===== src/sv/bounded_event_queue_core_defines.svh =====
// ----------------------------------------------------------------------------
// Bounded event queue: assertion macros
// Shared concurrent assertion helpers, clocked on clk_i, off during reset.
// ----------------------------------------------------------------------------
`ifndef BOUNDED_EVENT_QUEUE_CORE_DEFINES_SVH
`define BOUNDED_EVENT_QUEUE_CORE_DEFINES_SVH

// Same-cycle implication.
`define BEQ_ASSERT_IMP(lbl, ante, cons, msg) \
  lbl: assert property (@(posedge clk_i) disable iff (!rst_ni) (ante) |-> (cons)) \
    else $error(msg);

// Next-cycle implication.
`define BEQ_ASSERT_NXT(lbl, ante, cons, msg) \
  lbl: assert property (@(posedge clk_i) disable iff (!rst_ni) (ante) |=> (cons)) \
    else $error(msg);

`endif


===== src/sv/beq_pkg.sv =====
// ----------------------------------------------------------------------------
// Bounded event queue package
// Sizes, codes, entry layout and control structs shared by the queue files.
// ----------------------------------------------------------------------------
`timescale 1ns / 1ps
`default_nettype none

package beq_pkg;

  // Storage sizes
  localparam int unsigned QUEUE_DEPTH = 64;
  localparam int unsigned SEQ_BITS    = 32;

  localparam int unsigned IDX_W = $clog2(QUEUE_DEPTH);
  localparam int unsigned CNT_W = $clog2(QUEUE_DEPTH + 1);

  // Field widths
  localparam int unsigned LIM_W      = 7;
  localparam int unsigned BYTE_W     = 20;
  localparam int unsigned KIND_W     = 4;
  localparam int unsigned PEER_W     = 16;
  localparam int unsigned LEN_W      = 16;
  localparam int unsigned OUT_SEQ_W  = 32;
  localparam int unsigned CFG_IDX_W  = 1;
  localparam int unsigned CFG_DATA_W = 20;

  localparam logic [CNT_W-1:0] CNT_FULL = CNT_W'(QUEUE_DEPTH);
  localparam logic [IDX_W-1:0] IDX_LAST = IDX_W'(QUEUE_DEPTH - 1);

  localparam logic [LIM_W-1:0]  COUNT_LIMIT_RST = LIM_W'(64);
  localparam logic [BYTE_W-1:0] BYTE_LIMIT_RST  = BYTE_W'(65536);

  typedef enum logic [1:0] {
    OP_PUSH   = 2'd0,
    OP_POLL   = 2'd1,
    OP_FINISH = 2'd2,
    OP_NOP    = 2'd3
  } op_e;

  typedef enum logic [1:0] {
    ST_READY     = 2'd0,
    ST_TIMEOUT   = 2'd1,
    ST_STOPPED   = 2'd2,
    ST_TOO_SMALL = 2'd3
  } status_e;

  typedef enum logic [CFG_IDX_W-1:0] {
    CFG_COUNT_LIMIT = 1'b0,
    CFG_BYTE_LIMIT  = 1'b1
  } cfg_idx_e;

  typedef enum logic {
    S_IDLE = 1'b0,
    S_POLL = 1'b1
  } state_e;

  // One queued descriptor, one memory word.
  typedef struct packed {
    logic [KIND_W-1:0]   kind;
    logic [PEER_W-1:0]   peer;
    logic [SEQ_BITS-1:0] seq;
    logic [LEN_W-1:0]    len;
  } entry_t;

  // Ring pointer commands, at most one active per cycle.
  typedef struct packed {
    logic push;
    logic pop;
    logic clear;
  } ring_ctrl_t;

  function automatic logic [OUT_SEQ_W-1:0] seq_to_out(input logic [SEQ_BITS-1:0] s);
    logic [63:0] w;
    w = 64'(s);
    return w[OUT_SEQ_W-1:0];
  endfunction

endpackage

`default_nettype wire


===== src/sv/beq_ring.sv =====
// ----------------------------------------------------------------------------
// Bounded event queue ring
// Descriptor memory with head/tail pointers and occupancy count.
// ----------------------------------------------------------------------------
`timescale 1ns / 1ps
`default_nettype none

`include "bounded_event_queue_core_defines.svh"

module beq_ring (
  input  wire logic                      clk_i,
  input  wire logic                      rst_ni,
  input  wire beq_pkg::ring_ctrl_t       ctrl_i,
  input  wire beq_pkg::entry_t           wdata_i,
  output beq_pkg::entry_t                rdata_o,
  output logic [beq_pkg::CNT_W-1:0]      count_o
);

  beq_pkg::entry_t mem [beq_pkg::QUEUE_DEPTH];
  beq_pkg::entry_t rdata_q;

  logic [beq_pkg::IDX_W-1:0] head_q, head_d;
  logic [beq_pkg::IDX_W-1:0] tail_q, tail_d;
  logic [beq_pkg::CNT_W-1:0] count_q, count_d;

  function automatic logic [beq_pkg::IDX_W-1:0] wrap_inc(input logic [beq_pkg::IDX_W-1:0] p);
    return (p == beq_pkg::IDX_LAST) ? '0 : p + 1'b1;
  endfunction

  always_comb begin
    head_d  = head_q;
    tail_d  = tail_q;
    count_d = count_q;
    if (ctrl_i.clear) begin
      head_d  = '0;
      tail_d  = '0;
      count_d = '0;
    end else if (ctrl_i.push) begin
      tail_d  = wrap_inc(tail_q);
      count_d = count_q + 1'b1;
    end else if (ctrl_i.pop) begin
      head_d  = wrap_inc(head_q);
      count_d = count_q - 1'b1;
    end
  end

  always_ff @(posedge clk_i or negedge rst_ni) begin
    if (!rst_ni) begin
      head_q  <= '0;
      tail_q  <= '0;
      count_q <= '0;
    end else begin
      head_q  <= head_d;
      tail_q  <= tail_d;
      count_q <= count_d;
    end
  end

  // Head is read every cycle; a poll holds the pointers until it uses the word.
  always_ff @(posedge clk_i) begin
    if (ctrl_i.push && !ctrl_i.clear) begin
      mem[tail_q] <= wdata_i;
    end
    rdata_q <= mem[head_q];
  end

  assign rdata_o = rdata_q;
  assign count_o = count_q;

  `BEQ_ASSERT_IMP(a_empty_ptrs, count_q == '0, head_q == tail_q, "empty ring with split pointers")
  `BEQ_ASSERT_IMP(a_no_underflow, ctrl_i.pop, count_q != '0, "pop from empty ring")
  `BEQ_ASSERT_IMP(a_no_overfill, ctrl_i.push, count_q != beq_pkg::CNT_FULL, "push into full ring")

endmodule

`default_nettype wire

===== config.mk =====
export PLATFORM = sky130hd
export DESIGN_NAME = beq_ring
export DESIGN_NICKNAME = d
export VERILOG_FILES = /design/src/sv/beq_pkg.sv /design/src/sv/beq_ring.sv
export VERILOG_INCLUDE_DIRS = /design/src /design/src/sv
export SDC_FILE = /design/constraint.sdc
export NUM_CORES = 2
export LEC_CHECK = 0
export BUFFER_PORTS_ARGS = -buffer_cell sky130_fd_sc_hd__buf_4
export CAP_MARGIN = 20
export CORE_UTILIZATION = 40
export CTS_CLUSTER_SIZE = 12
export DETAILED_ROUTE_END_ITERATION = 7
export PLACE_DENSITY = 0.56
export SLEW_MARGIN = 20
export SYNTH_ARGS = -nofsm -noshare
export SYNTH_HDL_FRONTEND = slang
export SYNTH_MEMORY_MAX_BITS = 65536
export SYNTH_SLANG_ARGS = --single-unit

===== constraint.sdc =====
create_clock -name clk_i -period 7.3 [get_ports clk_i]
set_input_delay 0.365 -clock clk_i [delete_from_list [all_inputs] [get_ports clk_i]]
set_output_delay 0.365 -clock clk_i [all_outputs]
set_load 0.02 [all_outputs]

==> flow_summary_export.csv <==
group,metric,value,unit
setup_path,path_cells,"buf_4, buf_12, mux4_2, a32oi_1, o32ai_1, a21oi_1, o41ai_2, buf_2",
placed_design,port_buffers,147,
grt,grt_first_pass_wirelength,679000,microns
clocking,worstSkewPairLatency,1.02,ns
floorplanning,die_area,425000,sq um
timing,worst-slew-pin-transition,1.16,ns
timing,finalSetupViolCount,0,
clocking,postCtsSetupRepairBufs,0,
power_and_ir_drop,ir_worst_vdd,0.202,mV
setup_path,required,8.13,ns
floorplanning,std_cell_rows,238,
yosys,synth_most_common_cell,"edfxtp_1",
grt,antenna_found_initial,29,
clocking,cts_root_buf,"clkbuf_16",
timing,fin_crit_sh,57.7,%
yosys,yosys_warnings,0,
yosys,synth_top_cell_by_area,"edfxtp_1",
worst_hold_path,min_path_type,"input pin to flip-flop",
final_layout,fin_util,45.7,%
setup_path,cpLargestDelayFamily,"buffers and inverters",
job,maxCapViolCount,0,
drt,ant_nets,0,
setup_path,crit_type,"flip-flop to flip-flop",
clocking,cts_tree,"yes",
placed_design,pre_cts_ws,2.96,ns
setup_path,cp-end-kind,"flip-flop",
final_layout,areaGrowthSynthToFinish,13.6,%
placed_design,gp_congestion,0.780,
drt,post_drt_via_cell_ratio,6.02,
drt,drtIter0Drc,10500,
yosys,synth_area,169000,sq um
setup_path,max_stage_delay,1.10,ns
grt,grt-ovfl-total,0,
drt,vias,84900,
timing,drv_slew,0,
timing,rsz0062_at_grt,"no",
final_layout,fill_cells,35000,
clocking,clock_sinks,4439,
timing,timing_hold_violations_final,0,
drt,first_pass_iters,6,
placed_design,placed_cells,13200,
floorplanning,io_pins,148,
yosys,ys.flop_type,"edfxtp_1",
yosys,ys_seq_elements,4439,
timing,slew_headroom,22.8,%
timing,fin_skew,0.0724,ns
setup_path,path_max_fanout,108,
floorplanning,dieHeight,652,microns
yosys,avgSynthCellArea,22.1,sq um
yosys,synth_top_area_share,77.3,%
drt,wl_per_cell,34.8,microns
timing,fin_ws,3.09,ns
setup_path,crit_arrival,5.05,ns
yosys,synthTopCellsByArea,"edfxtp_1 77%, mux4_2 12%, mux2i_1 3.5%",
yosys,ys_top_cells_by_count,"4,352 x edfxtp_1, 883 x mux4_2, 588 x mux2i_1, 211 x clkbuf_1, 209 x nor2_1",
power_and_ir_drop,p_per_area,270,nW/um^2
drt,drt_wl_total,492000,microns
clocking,cts_buffer_depth,4,
placed_design,dpl.hpwl,258000,microns
timing,fin_tns_setup,0,ns
drt,remaining_drc_errors,0,
timing,clock.fmax,237,MHz
final_layout,drive_gt1_share,22.9,%
outcome,status,"complete, no violations",
yosys,syn_inst,7645,
final_layout,nNetsFinal,8194,
yosys,synth-edff-count,4352,
floorplanning,core_area,420000,sq um
setup_path,cp_slowest_cell,"dfrtp_4",
setup_path,rrSetupSlack,3.09,ns
yosys,synth-async-reset-ratio,0.428,%
timing,final.min_clock_period,4.21,ns
floorplanning,initial_utilization,40.2,%
yosys,syn-num-nets,7726,
clocking,numCtsBuffers,449,
clocking,htree_levels,5,
power_and_ir_drop,power.leakage,57.9,nW
grt,grt_max_degree,141,
setup_path,path_buf_inv,3,
grt,grt_pass1_vias,85100,
floorplanning,dieWidth,652,microns
grt,gr-usage-all-layers,22.8,%
final_layout,fin_cells,14100,
setup_path,startpoint_type,"flip-flop",
yosys,yosysSeqAreaShare,78.4,%
yosys,yosysUniqueCellTypes,65,
clocking,clkTransAtPathRegs,0.06,ns
## per-layer routing
metal / wire [microns] / vias to the layer above / GRT usage (%)
met5: 97 / - / 0
met4: 13700 / 14 / 6.15
met3: 38900 / 758 / 3.36
met2: 238000 / 3871 / 37.2
met1: 201000 / 46700 / 32.1
li1: - / 33600 / -
## timing repair
action	in CTS	in global routing
gates resized for setup	0	0
hold buffers	75	0
endpoints found under the hold margin	4390	0
## stage by stage
stage          area, sq um  hold slack, ns  power (W)
2_1_floorplan       169000          0.0694     0.0298
3_5_place_dp        178000           0.309     0.0307
4_1_cts             192000           0.254     0.0522
3_3_place_gp        178000           0.307     0.0306
5_1_grt             192000           0.313     0.0532
6_report            192000           0.317     0.0518
## final timing paths
check,startpoint,to,cells past startpoint
worst max-delay path,head_q[0],rdata_o[48],8
worst min-delay path,ctrl_i[0],count_o[6],3
worst max register to register,head_q[0],rdata_o[48],8
worst min register to register,count_o[6],count_o[6],2
max in group asynchronous,rst_ni,head_q[5],4
min in group asynchronous,rst_ni,count_o[1],4
## flip-flops by register name (all words and copies together) (netlist names)
| register | count |
|---|---|
| count_o | 7 |
| mem | 4352 |
| head_q | 6 |
| rdata_o | 68 |
| tail_q | 6 |
## final cells by class
type / instances / area (sq um) / share of cell area [%]
sequential: 4439 / 133000 / 69.0
clock inverter: 115 / 1090 / 0.567
multi-input combinational: 2748 / 34500 / 18.0
clock buffer: 687 / 12600 / 6.55
timing repair buffer: 465 / 4170 / 2.17
inverter: 10 / 51.3 / 0.0267
antenna: 10 / 25.0 / 0.0130
tap: 5640 / 7060 / 3.67
## worst reg2reg max path: stages, from the launching register on
cell and delay (ns):
dfrtp_4 1.10, buf_4 0.50, buf_12 0.69, mux4_2 0.69, a32oi_1 0.22, o32ai_1 0.11
a21oi_1 0.40, o41ai_2 0.15, buf_2 0.20
## layout by cell type, fill, tap and decap left out, types with 35 or more instances in the layout
cell,netlist,final
clkbuf_1,211,198
nor3_1,68,66
nand2_1,55,53
clkbuf_8,0,35
a22oi_1,54,54
buf_12,2,39
o22ai_1,98,98
dfxtp_1,68,68
clkinv_1,0,48
nor2_1,209,138
clkbuf_16,0,454
a21oi_1,125,125
a221oi_1,121,121
o221ai_1,105,105
edfxtp_1,4352,4352
buf_4,73,350
nor2_4,0,66
dlygate4sd3_1,0,74
mux4_2,883,883
o21ai_0,99,99
mux2i_1,588,588
## kinds of logic (layout without fill, tap and decap cells)
kind of cell,after synthesis,in the layout,share of synthesized area [%]
DFF,4439,4439,78.4
muxes,1475,1475,15.3
AOI/OAI and AO/OA,838,838,3.63
buffers and inverters,458,1277,1.51
and+or+nand+nor,420,420,1.11
adders and majority gates,8,8,0.0636
xor gates and xnor gates,7,7,0.0363
other,0,10,0
## where the power goes
part	internal (W)	switching (W)	leakage (nW)
sequential	0.0281	0.0000947	39.9
clock	0.0121	0.00958	6.60
combinational	0.000799	0.00118	11.3
Note: power is estimated with default switching activity, not from simulation.
